File: src/sv/bhls_pkg.sv
// Shared types and constants for the header length scanner.
package bhls_pkg;

	// Expected magic after reset: "BAM\1", first byte in the low bits
	localparam logic [31:0] MAGIC_RESET  = 32'h014D_4142;
	localparam logic [7:0]  NEWLINE_BYTE = 8'h0A;

	// Result status codes
	localparam logic STATUS_OK        = 1'b0;
	localparam logic STATUS_BAD_MAGIC = 1'b1;

	// Header bytes taken before a magic check completes
	localparam logic [31:0] MAGIC_BYTES = 32'd4;

	// Queue between front and back
	localparam int QUEUE_DEPTH = 4;
	localparam int QPTR_W      = $clog2(QUEUE_DEPTH);

	// One classified header byte
	typedef struct packed {
		logic [7:0] data;
		logic       start;
		logic       newline;
	} byte_item_t;

endpackage

File: src/sv/bhls_front.sv
// Front end: takes input bytes, tags newlines and start marks, feeds the queue.
module bhls_front (
	input  logic                clk,
	input  logic                arst_n,
	input  logic                in_valid,
	output logic                in_stall,
	input  logic [7:0]          data_byte,
	input  logic                start_header,
	output logic                push_valid,
	output bhls_pkg::byte_item_t push_item,
	input  logic                push_ready
);
	import bhls_pkg::*;

	logic       valid_s1;
	byte_item_t item_s1;
	logic       load;

	// Stage register frees up when empty or when the queue takes it
	assign in_stall   = valid_s1 && !push_ready;
	assign load       = in_valid && !in_stall;
	assign push_valid = valid_s1;
	assign push_item  = item_s1;

	always_ff @(posedge clk or negedge arst_n) begin
		if (!arst_n) begin
			valid_s1 <= 1'b0;
		end else if (load) begin
			valid_s1 <= 1'b1;
		end else if (push_ready) begin
			valid_s1 <= 1'b0;
		end
	end

	// Classify the byte on the way in
	always_ff @(posedge clk) begin
		if (load) begin
			item_s1.data    <= data_byte;
			item_s1.start   <= start_header;
			item_s1.newline <= (data_byte == NEWLINE_BYTE);
		end
	end

endmodule

File: src/sv/bhls_queue.sv
// Short request queue between the front and the back.
module bhls_queue (
	input  logic                 clk,
	input  logic                 arst_n,
	input  logic                 push_valid,
	input  bhls_pkg::byte_item_t push_item,
	output logic                 push_ready,
	output logic                 pop_valid,
	output bhls_pkg::byte_item_t pop_item,
	input  logic                 pop_ready
);
	import bhls_pkg::*;

	byte_item_t            mem_q [QUEUE_DEPTH];
	logic [QPTR_W-1:0]     wr_ptr_q;
	logic [QPTR_W-1:0]     rd_ptr_q;
	logic [QPTR_W:0]       count_q;
	logic                  do_push;
	logic                  do_pop;

	assign push_ready = (count_q != QUEUE_DEPTH[QPTR_W:0]);
	assign pop_valid  = (count_q != '0);
	assign pop_item   = mem_q[rd_ptr_q];
	assign do_push    = push_valid && push_ready;
	assign do_pop     = pop_valid && pop_ready;

	// Pointers and fill count
	always_ff @(posedge clk or negedge arst_n) begin
		if (!arst_n) begin
			wr_ptr_q <= '0;
			rd_ptr_q <= '0;
			count_q  <= '0;
		end else begin
			if (do_push) begin
				wr_ptr_q <= (wr_ptr_q == QPTR_W'(QUEUE_DEPTH - 1)) ? '0 : wr_ptr_q + 1'b1;
			end
			if (do_pop) begin
				rd_ptr_q <= (rd_ptr_q == QPTR_W'(QUEUE_DEPTH - 1)) ? '0 : rd_ptr_q + 1'b1;
			end
			if (do_push && !do_pop) begin
				count_q <= count_q + 1'b1;
			end else if (do_pop && !do_push) begin
				count_q <= count_q - 1'b1;
			end
		end
	end

	// Storage
	always_ff @(posedge clk) begin
		if (do_push) begin
			mem_q[wr_ptr_q] <= push_item;
		end
	end

endmodule

File: src/sv/bhls_back.sv
// Back end: header field parser, byte and newline counters, result register.
module bhls_back (
	input  logic                 clk,
	input  logic                 arst_n,
	input  logic                 cfg_we,
	input  logic [31:0]          cfg_wdata,
	input  logic                 pop_valid,
	input  bhls_pkg::byte_item_t pop_item,
	output logic                 pop_ready,
	output logic                 out_valid,
	input  logic                 out_stall,
	output logic                 status,
	output logic [31:0]          header_length,
	output logic [31:0]          line_count
);
	import bhls_pkg::*;

	typedef enum logic [2:0] {
		PH_MAGIC,
		PH_LTEXT,
		PH_TEXT,
		PH_NREF,
		PH_LNAME,
		PH_NAME,
		PH_LREF
	} phase_t;

	logic [31:0] magic_q;
	phase_t      phase_q, ph, ph_n;
	logic [1:0]  bif_q, bif, bif_n;
	logic [23:0] acc_q, acc, acc_n, acc_shift;
	logic [31:0] rem_q, rem, rem_n;
	logic [31:0] refs_q, refs, refs_n;
	logic [31:0] tot_q, tot, tot_n;
	logic [31:0] nl_q, nl, nl_n;
	logic        fin_q, fin, fin_n;
	logic        field_done;
	logic [31:0] field_val;
	logic        emit;
	logic        emit_status;
	logic        out_valid_q;
	logic        take;

	assign out_valid = out_valid_q;
	assign pop_ready = !out_valid_q || !out_stall;
	assign take      = pop_valid && pop_ready;

	// Magic register
	always_ff @(posedge clk or negedge arst_n) begin
		if (!arst_n) begin
			magic_q <= MAGIC_RESET;
		end else if (cfg_we) begin
			magic_q <= cfg_wdata;
		end
	end

	// Start mark clears the scan state before the byte is used
	always_comb begin
		ph   = pop_item.start ? PH_MAGIC : phase_q;
		bif  = pop_item.start ? 2'd0 : bif_q;
		acc  = pop_item.start ? 24'd0 : acc_q;
		rem  = pop_item.start ? 32'd0 : rem_q;
		refs = pop_item.start ? 32'd0 : refs_q;
		tot  = pop_item.start ? 32'd0 : tot_q;
		nl   = pop_item.start ? 32'd0 : nl_q;
		fin  = pop_item.start ? 1'b0 : fin_q;
	end

	// Little-endian field assembly
	always_comb begin
		field_done = (bif == 2'd3);
		field_val  = {pop_item.data, acc};
		case (bif)
			2'd0:    acc_shift = {acc[23:8], pop_item.data};
			2'd1:    acc_shift = {acc[23:16], pop_item.data, acc[7:0]};
			2'd2:    acc_shift = {pop_item.data, acc[15:0]};
			default: acc_shift = acc;
		endcase
	end

	// Field walk for one byte
	always_comb begin
		ph_n        = ph;
		bif_n       = bif;
		acc_n       = acc;
		rem_n       = rem;
		refs_n      = refs;
		tot_n       = tot;
		nl_n        = nl;
		fin_n       = fin;
		emit        = 1'b0;
		emit_status = STATUS_OK;
		if (!fin) begin
			tot_n = tot + 32'd1;
			if (ph == PH_MAGIC || ph == PH_LTEXT || ph == PH_NREF ||
			    ph == PH_LNAME || ph == PH_LREF) begin
				bif_n = field_done ? 2'd0 : bif + 2'd1;
				acc_n = field_done ? 24'd0 : acc_shift;
			end
			unique case (ph)
				PH_MAGIC: begin
					if (field_done) begin
						if (field_val != magic_q) begin
							emit        = 1'b1;
							emit_status = STATUS_BAD_MAGIC;
						end else begin
							ph_n = PH_LTEXT;
						end
					end
				end
				PH_LTEXT: begin
					if (field_done) begin
						rem_n = field_val;
						ph_n  = (field_val != 32'd0) ? PH_TEXT : PH_NREF;
					end
				end
				PH_TEXT: begin
					if (pop_item.newline) begin
						nl_n = nl + 32'd1;
					end
					rem_n = rem - 32'd1;
					if (rem == 32'd1) begin
						ph_n = PH_NREF;
					end
				end
				PH_NREF: begin
					if (field_done) begin
						refs_n = field_val;
						if (field_val == 32'd0) begin
							emit = 1'b1;
						end else begin
							ph_n = PH_LNAME;
						end
					end
				end
				PH_LNAME: begin
					if (field_done) begin
						rem_n = field_val;
						ph_n  = (field_val != 32'd0) ? PH_NAME : PH_LREF;
					end
				end
				PH_NAME: begin
					rem_n = rem - 32'd1;
					if (rem == 32'd1) begin
						ph_n = PH_LREF;
					end
				end
				PH_LREF: begin
					if (field_done) begin
						refs_n = refs - 32'd1;
						if (refs == 32'd1) begin
							emit = 1'b1;
						end else begin
							ph_n = PH_LNAME;
						end
					end
				end
				default: begin
					ph_n = ph;
				end
			endcase
			if (emit) begin
				fin_n = 1'b1;
			end
		end
	end

	// Scan state and result register
	always_ff @(posedge clk or negedge arst_n) begin
		if (!arst_n) begin
			phase_q     <= PH_MAGIC;
			bif_q       <= '0;
			acc_q       <= '0;
			rem_q       <= '0;
			refs_q      <= '0;
			tot_q       <= '0;
			nl_q        <= '0;
			fin_q       <= 1'b0;
			out_valid_q <= 1'b0;
		end else begin
			if (take) begin
				phase_q <= ph_n;
				bif_q   <= bif_n;
				acc_q   <= acc_n;
				rem_q   <= rem_n;
				refs_q  <= refs_n;
				tot_q   <= tot_n;
				nl_q    <= nl_n;
				fin_q   <= fin_n;
			end
			if (take && emit) begin
				out_valid_q <= 1'b1;
			end else if (!out_stall) begin
				out_valid_q <= 1'b0;
			end
		end
	end

	// Result payload
	always_ff @(posedge clk) begin
		if (take && emit) begin
			status        <= emit_status;
			header_length <= tot_n;
			line_count    <= nl_n;
		end
	end

endmodule

File: src/sv/bam_header_length_scanner.sv
// Top level of the header length scanner: front, queue and back joined.
//
//  channel  | handshake            | payload
//  ---------+----------------------+-------------------------------------
//  in       | in_valid / in_stall  | data_byte, start_header
//  out      | out_valid / out_stall| status, header_length, line_count
//  cfg      | cfg_we               | cfg_wdata (magic word)
//
// Unless a held result is stalled, one byte per cycle is sustained and the
// back parser handles one byte each cycle. A result passes the front stage
// and queue into the result register. Reset clears all scan state and loads
// the magic default. A stall on a held result stops the back; the queue then
// fills, and in_stall rises only once it and the front stage are full.
module bam_header_length_scanner (
	input  logic        clk,
	input  logic        arst_n,
	input  logic        cfg_we,
	input  logic [31:0] cfg_wdata,
	input  logic        in_valid,
	output logic        in_stall,
	input  logic [7:0]  data_byte,
	input  logic        start_header,
	output logic        out_valid,
	input  logic        out_stall,
	output logic        status,
	output logic [31:0] header_length,
	output logic [31:0] line_count
);
	import bhls_pkg::*;

	logic       q_push_valid;
	byte_item_t q_push_item;
	logic       q_push_ready;
	logic       q_pop_valid;
	byte_item_t q_pop_item;
	logic       q_pop_ready;

	bhls_front u_front (
		.clk          (clk),
		.arst_n       (arst_n),
		.in_valid     (in_valid),
		.in_stall     (in_stall),
		.data_byte    (data_byte),
		.start_header (start_header),
		.push_valid   (q_push_valid),
		.push_item    (q_push_item),
		.push_ready   (q_push_ready)
	);

	bhls_queue u_queue (
		.clk        (clk),
		.arst_n     (arst_n),
		.push_valid (q_push_valid),
		.push_item  (q_push_item),
		.push_ready (q_push_ready),
		.pop_valid  (q_pop_valid),
		.pop_item   (q_pop_item),
		.pop_ready  (q_pop_ready)
	);

	bhls_back u_back (
		.clk           (clk),
		.arst_n        (arst_n),
		.cfg_we        (cfg_we),
		.cfg_wdata     (cfg_wdata),
		.pop_valid     (q_pop_valid),
		.pop_item      (q_pop_item),
		.pop_ready     (q_pop_ready),
		.out_valid     (out_valid),
		.out_stall     (out_stall),
		.status        (status),
		.header_length (header_length),
		.line_count    (line_count)
	);

`ifndef NO_ASSERTIONS
	// A magic mismatch always reports four bytes and no lines
	a_bad_magic_fields: assert property (@(posedge clk) disable iff (!arst_n)
		out_valid && status == STATUS_BAD_MAGIC |-> header_length == MAGIC_BYTES &&
		line_count == 32'd0)
		else $error("bad magic result with wrong length or line count");

	// Input stalls only while the front stage holds a request the queue refuses
	a_stall_means_full: assert property (@(posedge clk) disable iff (!arst_n)
		in_stall |-> !q_push_ready && q_push_valid)
		else $error("input stalled with room in the queue");

	// Back never takes from the queue while a result waits under stall
	a_pop_blocked: assert property (@(posedge clk) disable iff (!arst_n)
		out_valid && out_stall |-> !q_pop_ready)
		else $error("back consumed a byte while result held");

	// Queue cannot report both full and empty
	a_queue_sane: assert property (@(posedge clk) disable iff (!arst_n)
		!(!q_push_ready && !q_pop_valid))
		else $error("queue full and empty at once");
`endif

endmodule

File: config.mk
export PLATFORM = sky130hd
export DESIGN_NAME = bam_header_length_scanner
export DESIGN_NICKNAME = d
export VERILOG_FILES = /design/src/sv/bhls_pkg.sv /design/src/sv/bhls_front.sv /design/src/sv/bhls_queue.sv /design/src/sv/bhls_back.sv /design/src/sv/bam_header_length_scanner.sv
export SDC_FILE = /design/constraint.sdc
export NUM_CORES = 1
export LEC_CHECK = 0
export BUFFER_PORTS_ARGS = -buffer_cell sky130_fd_sc_hd__buf_4
export CAP_MARGIN = 10
export CORE_ASPECT_RATIO = 1.1
export CORE_MARGIN = 3
export CORE_UTILIZATION = 42
export DETAILED_ROUTE_END_ITERATION = 8
export PLACE_DENSITY = 0.57
export SLEW_MARGIN = 20
export SYNTH_ARGS = -nofsm -noshare
export SYNTH_HDL_FRONTEND = slang
export SYNTH_SLANG_ARGS = --single-unit
File: constraint.sdc
create_clock -name clk -period 9.4 [get_ports clk]
set_input_delay 0.47 -clock clk [delete_from_list [all_inputs] [get_ports clk]]
set_output_delay 0.47 -clock clk [all_outputs]
set_load 0.01 [all_outputs]
# Word-level counts from Yosys, hierarchy flattened
# Memories as Yosys holds them, arrays and structs flattened.
# Cells that the tools add are included.
[op_classes]
n_addsub = 9
mul = 0
div_mod_pow = 0
order_cmp = 0
eq_ne = 17
shifts = 0
mux = 61
bitwise_logic = 1
reduce_logical = 28
[op_table]
columns = ["cell", "n"]
rows = [
  ["32-bit two-way mux", 13],
  ["32-bit one-hot mux with 2 select lines", 2],
  ["24-bit two-way mux", 4],
  ["24-bit one-hot mux with 3 select lines", 1],
  ["32-bit by 1-bit adder with 32-bit output (second input constant)", 2],
  ["32-bit by 1-bit equality test with 1-bit output (second input constant)", 2],
  ["32-bit by 1-bit subtractor with 32-bit output (second input constant)", 2],
  ["3-bit two-way mux", 14],
  ["32-bit logical NOT", 1],
  ["32-bit != test", 1],
  ["32-bit nonzero test", 1],
  ["3-bit one-hot mux with 7 select lines", 1],
  ["1-bit two-way mux", 18],
  ["2-bit two-way mux", 7],
  ["3-bit equality test (second input constant)", 3],
  ["2-bit equality test (second input constant)", 4],
  ["8-bit by 4-bit equality test with 1-bit output (second input constant)", 1],
  ["1-bit logical AND", 7],
  ["2-bit by 1-bit adder with 2-bit output (second input constant)", 3],
  ["3-bit by 2-bit equality test with 1-bit output (second input constant)", 2],
  ["1-bit logical NOT", 6],
  ["2-bit OR reduction", 3],
  ["1-bit logical OR", 5],
  ["2-bit nonzero test", 2],
  ["11 further kinds", 11],
]
[word_totals]
register_bits = 274
latch_bits = 0
mem_bits_rw = 40
rom_bits = 0
input_bits = 46
out_inout_bits = 67
word_cells = 137
memories = 1
[memory_table]
columns = ["memory", "depth", "word_bits", "read_ports", "rd_ports_with_merged_regs", "write_ports", "line", "rtl"]
rows = [
  ["u_queue.mem_q", 4, 10, 1, 0, 1, "bhls_queue.sv:14", "byte_item_t mem_q [QUEUE_DEPTH];"],
]

# Logic depth before layout (Yosys ltp)
# Gate-level depths: netlist (run 1).
# An unclocked memory read counts as a cell.
[depth]
ltp_word = 10
ltp_mapped = 17

# By module
# From an unflattened synthesis (run 1), not the netlist that was laid out.
[unflattened]
hier_cells = 1671
area_unflattened_um2 = 16854.9
[modules_own_cells]
columns = ["module", "n_inst", "cells_each", "area_per_inst_um2"]
rows = [
  ["bhls_back", 1, 1565, 14605.3],
  ["bhls_queue", 1, 88, 1879.3],
  ["bhls_front", 1, 18, 370.4],
]

# Worst setup path before layout (run 1)
# No wires, ideal clock.
[synth_path]
path_kind = "register to register"
from = "register u_queue.rd_ptr_q[1]"
to = "register u_back.header_length[0], enable pin"
setup_time_ns = 0.510
t_arrival_ns = 6.583
t_required_ns = 8.890
slack_ns = 2.307
stages_incl_launch_ff = 16
path_buffers = 7
path_cell_list = "dfrtp_1 clkbuf_1 mux2i_1 mux2_2 clkbuf_1 clkbuf_1 buf_1 buf_1 nand2_1 inv_1 ha_1 clkbuf_1 clkbuf_1 nand2_1 o21bai_1 a21oi_1"
[synth_between]
elab_chain_len = 9
elab_cells_between_ends = 23
cone_classes = "eq/ne: 5; mux: 14; reduce/logical: 3; memory: 1"
[synth_rtl]
columns = ["element", "line", "rtl"]
rows = [
  ["from (decl)", "bhls_queue.sv:16", "logic [QPTR_W-1:0] rd_ptr_q;"],
  ["from (signal assigned)", "bhls_queue.sv:38", "rd_ptr_q <= (rd_ptr_q == QPTR_W'(QUEUE_DEPTH - 1)) ? '0 : rd_ptr_q + 1'b1;"],
  ["memory read 4 x 10 bit (*)", "n/a", ""],
  ["32-bit two-way mux / 24-bit two-way mux (equally long branches)", "bhls_back.sv:63, bhls_back.sv:61", ""],
  ["32-bit by 1-bit equality test with 1-bit output (tied with other cells)", "bhls_back.sv:151", "if (refs == 32'd1) begin"],
  ["1-bit two-way mux (on tied branches)", "bhls_back.sv:151, bhls_back.sv:103, bhls_back.sv:129", ""],
  ["1-bit two-way mux (on tied branches)", "bhls_back.sv:149, bhls_back.sv:102, bhls_back.sv:127", ""],
  ["1-bit one-hot mux with 3 select lines", "bhls_back.sv:100", "unique case (ph)"],
  ["1-bit two-way mux", "bhls_back.sv:93", "if (!fin) begin"],
  ["1-bit two-way mux (*)", "bhls_back.sv:93", ""],
  ["1-bit logical AND (*)", "bhls_back.sv:201", "if (take && emit) begin"],
  ["to (signal assigned)", "bhls_back.sv:203", "header_length <= tot_n;"],
  ["to (decl)", "bhls_back.sv:13", "output logic [31:0] header_length,"],
]
# Mark *: on every way between the ends. The rest lies on a longest branch, timed or not. The select of a mux whose other input is x is not followed.
# A chain may end at the register's enable or synchronous reset.

# Worst setup path in the final report (run 1)
[layout_path]
from = "register u_queue.rd_ptr_q[1]"
to = "register u_back.refs_q[18]"
[layout_between]
elab_chain_len = 6
elab_cells_between_ends = 14
cone_classes = "add/sub: 1; eq/ne: 3; mux: 9; memory: 1"
[layout_rtl]
columns = ["element", "line", "rtl"]
rows = [
  ["memory read 4 x 10 bit (*)", "n/a", ""],
  ["32-bit two-way mux / 2-bit two-way mux (equally long branches)", "bhls_back.sv:63, bhls_back.sv:60", ""],
  ["32-bit by 1-bit subtractor with 32-bit output / 2-bit equality test (equally long branches)", "bhls_back.sv:150, bhls_back.sv:71", ""],
  ["32-bit two-way mux (on tied branches)", "bhls_back.sv:149, bhls_back.sv:127", ""],
  ["32-bit one-hot mux with 2 select lines", "bhls_back.sv:100", ""],
  ["32-bit two-way mux (*)", "bhls_back.sv:93", ""],
  ["to (signal assigned)", "bhls_back.sv:186", "refs_q <= refs_n;"],
  ["to (decl)", "bhls_back.sv:33", "logic [31:0] refs_q, refs, refs_n;"],
]
# Mark *: on every way between the ends. The rest lies on a longest branch, timed or not.

==> results_dict.tcl, run 1 <==
set metrics [dict create \
    numClockSinks 314 \
    die_w_um 196 \
    grt_max_degree 86 \
    cpPeakStageDelay_ns 0.73 \
    crit_path_max_fanout 49 \
    pwr-share-clk_pct 26.7 \
    rr_worst_depth 14 \
    postRouteAntennaNets 0 \
    worstPathArrival_ns 4.98 \
    power_frac_seq_pct 34.3 \
    seq_area_frac_synth_pct 50.63 \
    postLayoutCellArea_sq_um 19270 \
    fmax_mhz 218.8 \
    antenna_found_initial 0 \
    ys_types 76 \
    cts_max_path_buffers 3 \
    start_kind "flip-flop" \
    synthCells 1707 \
    worstMarginPinSlew_ns 1.090 \
    dieHeight_um 215 \
    cts_root_buf "clkbuf_16" \
    synth_area_sq_um 16680 \
    yosysTopAreaCellShare_pct 28.51 \
    multi_input_area_sq_um 7746 \
    postSynth.asyncResetShare_pct 63.38 \
    crit_chain "buf_4 > mux2i_1 > mux2_2 > buf_4 > nand2_1 > inv_1 > ha_2 > buf_4 > nand2_1 > a21o_1 > a2111oi_0 > a21oi_1 > o21ai_0 > nand3_1" \
    ios 113 \
    post_cts_buffers 0 \
    hold_path_depth 1 \
    routed-via-count 13640 \
    hold_buffers 1 \
    swShare_pct 41.61 \
    cellPowerDensity_nw_per_um2 292.3 \
    post_cts_resized 0 \
    first_iter_violations 1062 \
    cts_made_buffers 36 \
    drt_pass1_iterations 6 \
    ff_latch_area_sq_um 8444 \
    yosys-top-cells-area "dfrtp_1, edfxtp_1, o21ai_0" \
    diodes 0 \
    clock_latency_ns 0.54 \
    skew_ns 0.02249 \
    htree_levels 2 \
    yosys_warnings 0 \
    areaGrowthSynthToFinish_pct 15.55 \
    slew_headroom_pct 26.80 \
    num_rows 75 \
    grt-ovfl-total 0 \
    wl_per_cell_um 19.91 \
    ys_seq_elements 314 \
    status "complete, no violations" \
    synth-edff-count 115 \
    clkTransAtPathRegs_ns 0.06 \
    period_share_pct 48.62 \
    wl_mm 46.03 \
    fin_ws_ns 4.829 \
    setup_viol 0 \
    num-fill-cells 3638 \
    comb_power_share_pct 39.1 \
    place_area_sq_um 17980 \
    hold_path_class "primary input to flip-flop" \
    viasPerCell 5.901 \
    grt_pass1_wl_mm 74.32 \
    dp_worst_setup_slack_ns 4.854 \
    required_ns 9.81 \
    dp.final_hpwl_mm 30.82 \
    tns_ns 0 \
    grt_pass1_vias 13290 \
    critical_path.slowest_cell "a2111oi_0" \
    synth_nets 1770 \
    finalHoldViolations 0 \
    power_switching_mw 2.344 \
    min_period_ns 4.571 \
    place.gp.congestion 0.8671 \
    drt_drc_violations_left 0 \
    coreArea_sq_um 38660 \
    dp_cells 2245 \
    end_kind "flip-flop" \
    cap_violations 0 \
    dieArea_sq_um 42140 \
    synth_area_per_cell_sq_um 9.771 \
    crit_path_frequent_cell "buf_4" \
    drive_above_1_share_pct 15.12 \
    cts_tree "done" \
    peakVddDrop_v 0.0001916 \
    fin_cells 2312 \
    synth_top_cell_by_area "dfrtp_1" \
    p_leak_nw 7.774 \
    synthFlopType "dfrtp_1" \
    port_buffers 112 \
    layout.nets 1847 \
    p_int_mw 3.290 \
    rsz0062_at_grt "no" \
    path_class "flip-flop to flip-flop" \
    slew_violations 0 \
    start_util_pct 43.14 \
    grtUsageTotal_pct 21.71 \
]
==> cell usage after synthesis, drive strengths merged, types with 6 or more instances <==
library cell / instances
nand2: 209
dfrtp: 190
nor2: 166
o21ai: 160
edfxtp: 115
clkbuf: 78
a21oi: 76
xor2: 64
nor3: 56
nand3: 48
mux2: 39
mux2i: 38
a31oi: 36
inv: 36
o31ai: 34
xnor2: 34
nand4: 25
nor4: 25
buf: 20
o22ai: 17
and3: 16
ha: 16
a21o: 15
a22oi: 15
and2: 15
nor2b: 11
o211ai: 11
or3: 11
dfstp: 9
mux4: 8
o32ai: 8
or2: 8
a221o: 7
nand2b: 7
nor3b: 7
or4: 7
a22o: 6
==> worst paths after layout <==
path / from / endpoint / slack (ns)
setup reg to reg: u_queue.rd_ptr_q[1] / u_back.refs_q[18] / 4.83
min in group asynchronous: arst_n / u_back.magic_q[13] / 0.55
hold reg to reg: u_back.bif_q[1] / u_back.bif_q[1] / 0.49
hold / removal: start_header / u_front.push_item[1] / 0.12
setup / recovery: u_queue.rd_ptr_q[1] / u_back.refs_q[18] / 4.83
max in group asynchronous: arst_n / u_back.tot_q[10] / 7.50
==> worst max-delay path: cells and delay by family, from the launching register on <==
| family | cells | cell delay [ns] |
|---|---|---|
| fa+ha+maj | 1 | 0.18 |
| mux | 2 | 0.40 |
| flops | 1 | 0.33 |
| compound gates | 4 | 1.37 |
| buf+inv | 4 | 1.51 |
| simple gates | 3 | 0.60 |
==> sequential cells by signal (all words and copies together) (netlist names), 3 cells and up <==
name / cells
u_back.nl_q: 32
u_queue.mem_q: 40
u_back.magic_q: 32
u_back.tot_q: 32
u_back.header_length: 32
u_back.phase_q: 3
u_back.rem_q: 32
u_front.push_item: 10
u_back.acc_q: 24
u_queue.count_q: 3
u_back.refs_q: 32
u_back.line_count: 32
==> per-stage QoR <==
stage	total power, mW	util, %	hold WS, ns
after CTS	5.673	49.85	0.09257
after detailed placement	4.149	46.50	0.4703
after global routing	5.994	49.85	0.09915
final	5.634	49.85	0.1219
after global placement	4.119	46.50	0.4607
after floorplan	3.388	-	0.1744
==> per-layer routing <==
metal  vias up  routed length, um  GRT usage [%]
met4         0               1433          7.155
met3        92               2363          3.023
met1      6723              20210          30.03
met2       424              22020          35.38
li1       6405                  -              -
met5         -                  0              0
==> power groups by stage <==
| stage | clock network, mW | registers, mW | logic (mW) |
|---|---|---|---|
| 4_1_cts | 1.54 | 1.92 | 2.21 |
| 3_5_place_dp | 0 | 1.95 | 2.20 |
| 6_report | 1.50 | 1.93 | 2.20 |
| 5_1_grt | 1.60 | 1.95 | 2.44 |
| 2_1_floorplan | 0 | 1.84 | 1.55 |
| 3_3_place_gp | 0 | 1.94 | 2.17 |
==> cells in the final DEF, fill, tap and decap left out, types with 17 or more instances in the layout <==
cell       count
nand4_1       25
nand2_1      209
o21ai_0      156
a21oi_1       74
mux2i_1       38
xnor2_1       34
nor2_1       165
nor3_1        56
o31ai_1       34
edfxtp_1     115
mux2_2        39
buf_4        135
a31oi_1       36
inv_1         35
clkbuf_16     38
nand3_1       47
nor4_1        23
xor2_1        64
dfrtp_1      190
o22ai_1       17
==> logic make-up (layout without fill, tap and decap cells) <==
group / after synthesis / after routing / synth area share, %
AO/OA/AOI/OAI: 425 / 425 / 15.70
XOR/XNOR: 98 / 98 / 5.146
adder cells (fa/ha/maj): 17 / 17 / 1.320
buffers and inverters: 134 / 239 / 3.046
flip-flops: 314 / 314 / 50.63
multiplexers: 85 / 85 / 5.994
AND/OR/NAND/NOR: 634 / 634 / 18.16
==> layout make-up <==
cell class / count / area share (%)
clock inverters: 20 / 1.311
well taps: 500 / 3.246
multi-input cells: 1259 / 40.19
flip-flops and latches: 314 / 43.82
inverters: 36 / 0.7012
repair buffers: 137 / 5.382
clock buffers: 46 / 5.350
No activity file was read; power rests on OpenSTA's default activity.
==> run 2: changes to the inputs <==
clock period = 4.75 ns   (was 9.4 ns; I/O delays follow)
==> run 2 against run 1 <==
Compared with the run above: clock-buffer cell count up 3; clock power is 80% higher; critical endpoint is now u_back.rem_q[25]; wire length increased by 2.2%; sequential power up 98%; sequential cell count is the same; cell count up 2.2%; non-clock buffer count rose by 50; clock skew fell by 0.0076 ns; register-to-register slack got worse by 4.0 ns.
==> results_dict.tcl, run 2 (synthesis results as in run 1) <==
set metrics [dict create \
    slew_headroom_pct 29.41 \
    ios 113 \
    multi_input_area_sq_um 7749 \
    clkTransAtPathRegs_ns 0.06 \
    drive_above_1_share_pct 14.93 \
    dieArea_sq_um 42140 \
    postLayoutCellArea_sq_um 19620 \
    required_ns 5.18 \
    dieHeight_um 215 \
    dp_worst_setup_slack_ns 0.9453 \
    fin_ws_ns 0.8702 \
    rsz0062_at_grt "no" \
    grtUsageTotal_pct 22.21 \
    cap_violations 0 \
    clock_latency_ns 0.55 \
    numClockSinks 314 \
    num_rows 75 \
    areaGrowthSynthToFinish_pct 17.64 \
    setup_viol 0 \
    min_period_ns 3.880 \
    place_area_sq_um 18050 \
    crit_path_max_fanout 25 \
    min-delay-start "cfg_we" \
    critical_path.slowest_cell "o31ai_2" \
    start_kind "flip-flop" \
    dp.final_hpwl_mm 31.44 \
    first_iter_violations 994 \
    crit_path_frequent_cell "inv_1" \
    regMostFlops "u_queue.mem_q" \
    startpoint "u_queue.rd_ptr_q[0]" \
    mostFrequentLayoutCells "nand2_1, dfrtp_1, nor2_1, o21ai_0, buf_4" \
    worstReg2RegStart "u_queue.rd_ptr_q[0]" \
    coreArea_sq_um 38660 \
    end_kind "flip-flop" \
    peakVddDrop_v 0.0003527 \
    path_class "flip-flop to flip-flop" \
    skew_ns 0.01487 \
    grt_max_degree 104 \
    antenna_found_initial 0 \
    crit_chain "buf_4 > mux2_2 > nand2_1 > inv_1 > ha_2 > inv_1 > nor2_1 > o31ai_2 > o21ai_0 > o221ai_1" \
    wl_mm 47.03 \
    hold_path_class "primary input to flip-flop" \
    drt_drc_violations_left 0 \
    worstPathArrival_ns 4.31 \
    layout_commonest_cell "nand2_1" \
    period_share_pct 81.68 \
    ff_latch_area_sq_um 8444 \
    largest_reg_flops 40 \
    tns_ns 0 \
    grt_pass1_vias 13340 \
    whs_ns 0.1207 \
    status "complete, no violations" \
    grt_pass1_wl_mm 75.88 \
    layout.nets 1897 \
    cpPeakStageDelay_ns 0.84 \
    fin_cells 2362 \
    wl_per_cell_um 19.91 \
    viasPerCell 5.858 \
    drt_pass1_iterations 5 \
    die_w_um 196 \
    place.gp.congestion 0.8946 \
    grt-ovfl-total 0 \
    htree_levels 2 \
    cellPowerDensity_nw_per_um2 560.1 \
    cts_tree "done" \
    postRouteAntennaNets 0 \
    num-fill-cells 3600 \
    cts_max_path_buffers 3 \
    dp_cells 2253 \
    finalHoldViolations 0 \
    routed-via-count 13840 \
    post_cts_buffers 0 \
    port_buffers 112 \
    cts_made_buffers 36 \
    cts_root_buf "clkbuf_16" \
    slew_violations 0 \
    diodes 0 \
    worstMarginPinSlew_ns 1.055 \
    fmax_mhz 257.7 \
    p_leak_nw 7.927 \
    start_util_pct 43.14 \
]
run 2: cell types whose count changed in the layout (fill, tap and decap cells not counted), moves of 2 or more:
| cell | change |
|---|---|
| buf_4 | +7 |
| clkinv_2 | +2 |
| clkbuf_1 | +5 |
| bufinv_16 | -4 |
| dlygate4sd3_1 | +42 |
run 2: layout make-up:
| type | instances | area share [%] |
|---|---|---|
| repair buffers | 187 | 7.799 |
| clock buffers | 49 | 5.152 |
| clock inverters | 17 | 0.6441 |
| inverters | 36 | 0.6887 |
| well taps | 500 | 3.188 |
| flip-flops and latches | 314 | 43.04 |
| multi-input cells | 1259 | 39.49 |
run 2: timing repair:
action | in CTS | in global routing
setup endpoints to repair | 0 | 0
resized for setup | 0 | 0
endpoints found under the hold margin | 137 | 0
hold buffers | 43 | 0
run 2: final timing paths:
kind                                            to  slack (ns)  cells after the start
worst max register to register    u_back.rem_q[25]        0.87                     10
worst max-delay path              u_back.rem_q[25]        0.87                     10
min in group asynchronous        u_back.magic_q[2]        0.33                      2
max in group asynchronous          u_back.nl_q[28]        3.36                      3
worst min register to register     u_back.bif_q[1]        0.48                      2
worst min-delay path            u_back.magic_q[22]        0.12                      3
run 2: routing by layer:
metal | GRT usage (%) | part of all wire [%]
met5 | 0 | 0
met1 | 30.76 | 44
met4 | 7.511 | 3.0
met2 | 36.26 | 48
met3 | 2.819 | 5.4
run 2: report_power, final:
group	total (mW)	leakage, nW	internal (mW)	switching (mW)
sequential	3.82	3.76	3.29	0.528
combinational	4.47	3.61	1.45	3.02
clock	2.70	0.556	1.56	1.14
run 2: worst max-delay path: cells and delay by family (launching register included):
| kind | cells | cell delay (ns) |
|---|---|---|
| AOI/OAI and AO/OA | 3 | 1.18 |
| adders and majority gates | 1 | 0.27 |
| buffers and inverters | 3 | 0.85 |
| DFF | 1 | 0.37 |
| muxes | 1 | 0.59 |
| and+or+nand+nor | 2 | 0.49 |
run 2: metrics by stage:
step | power [mW] | utilization [%]
6_report | 10.99 | 50.75
5_1_grt | 11.69 | 50.75
2_1_floorplan | 6.700 | -
3_5_place_dp | 8.275 | 46.70
3_3_place_gp | 8.221 | 46.70
4_1_cts | 11.04 | 50.75
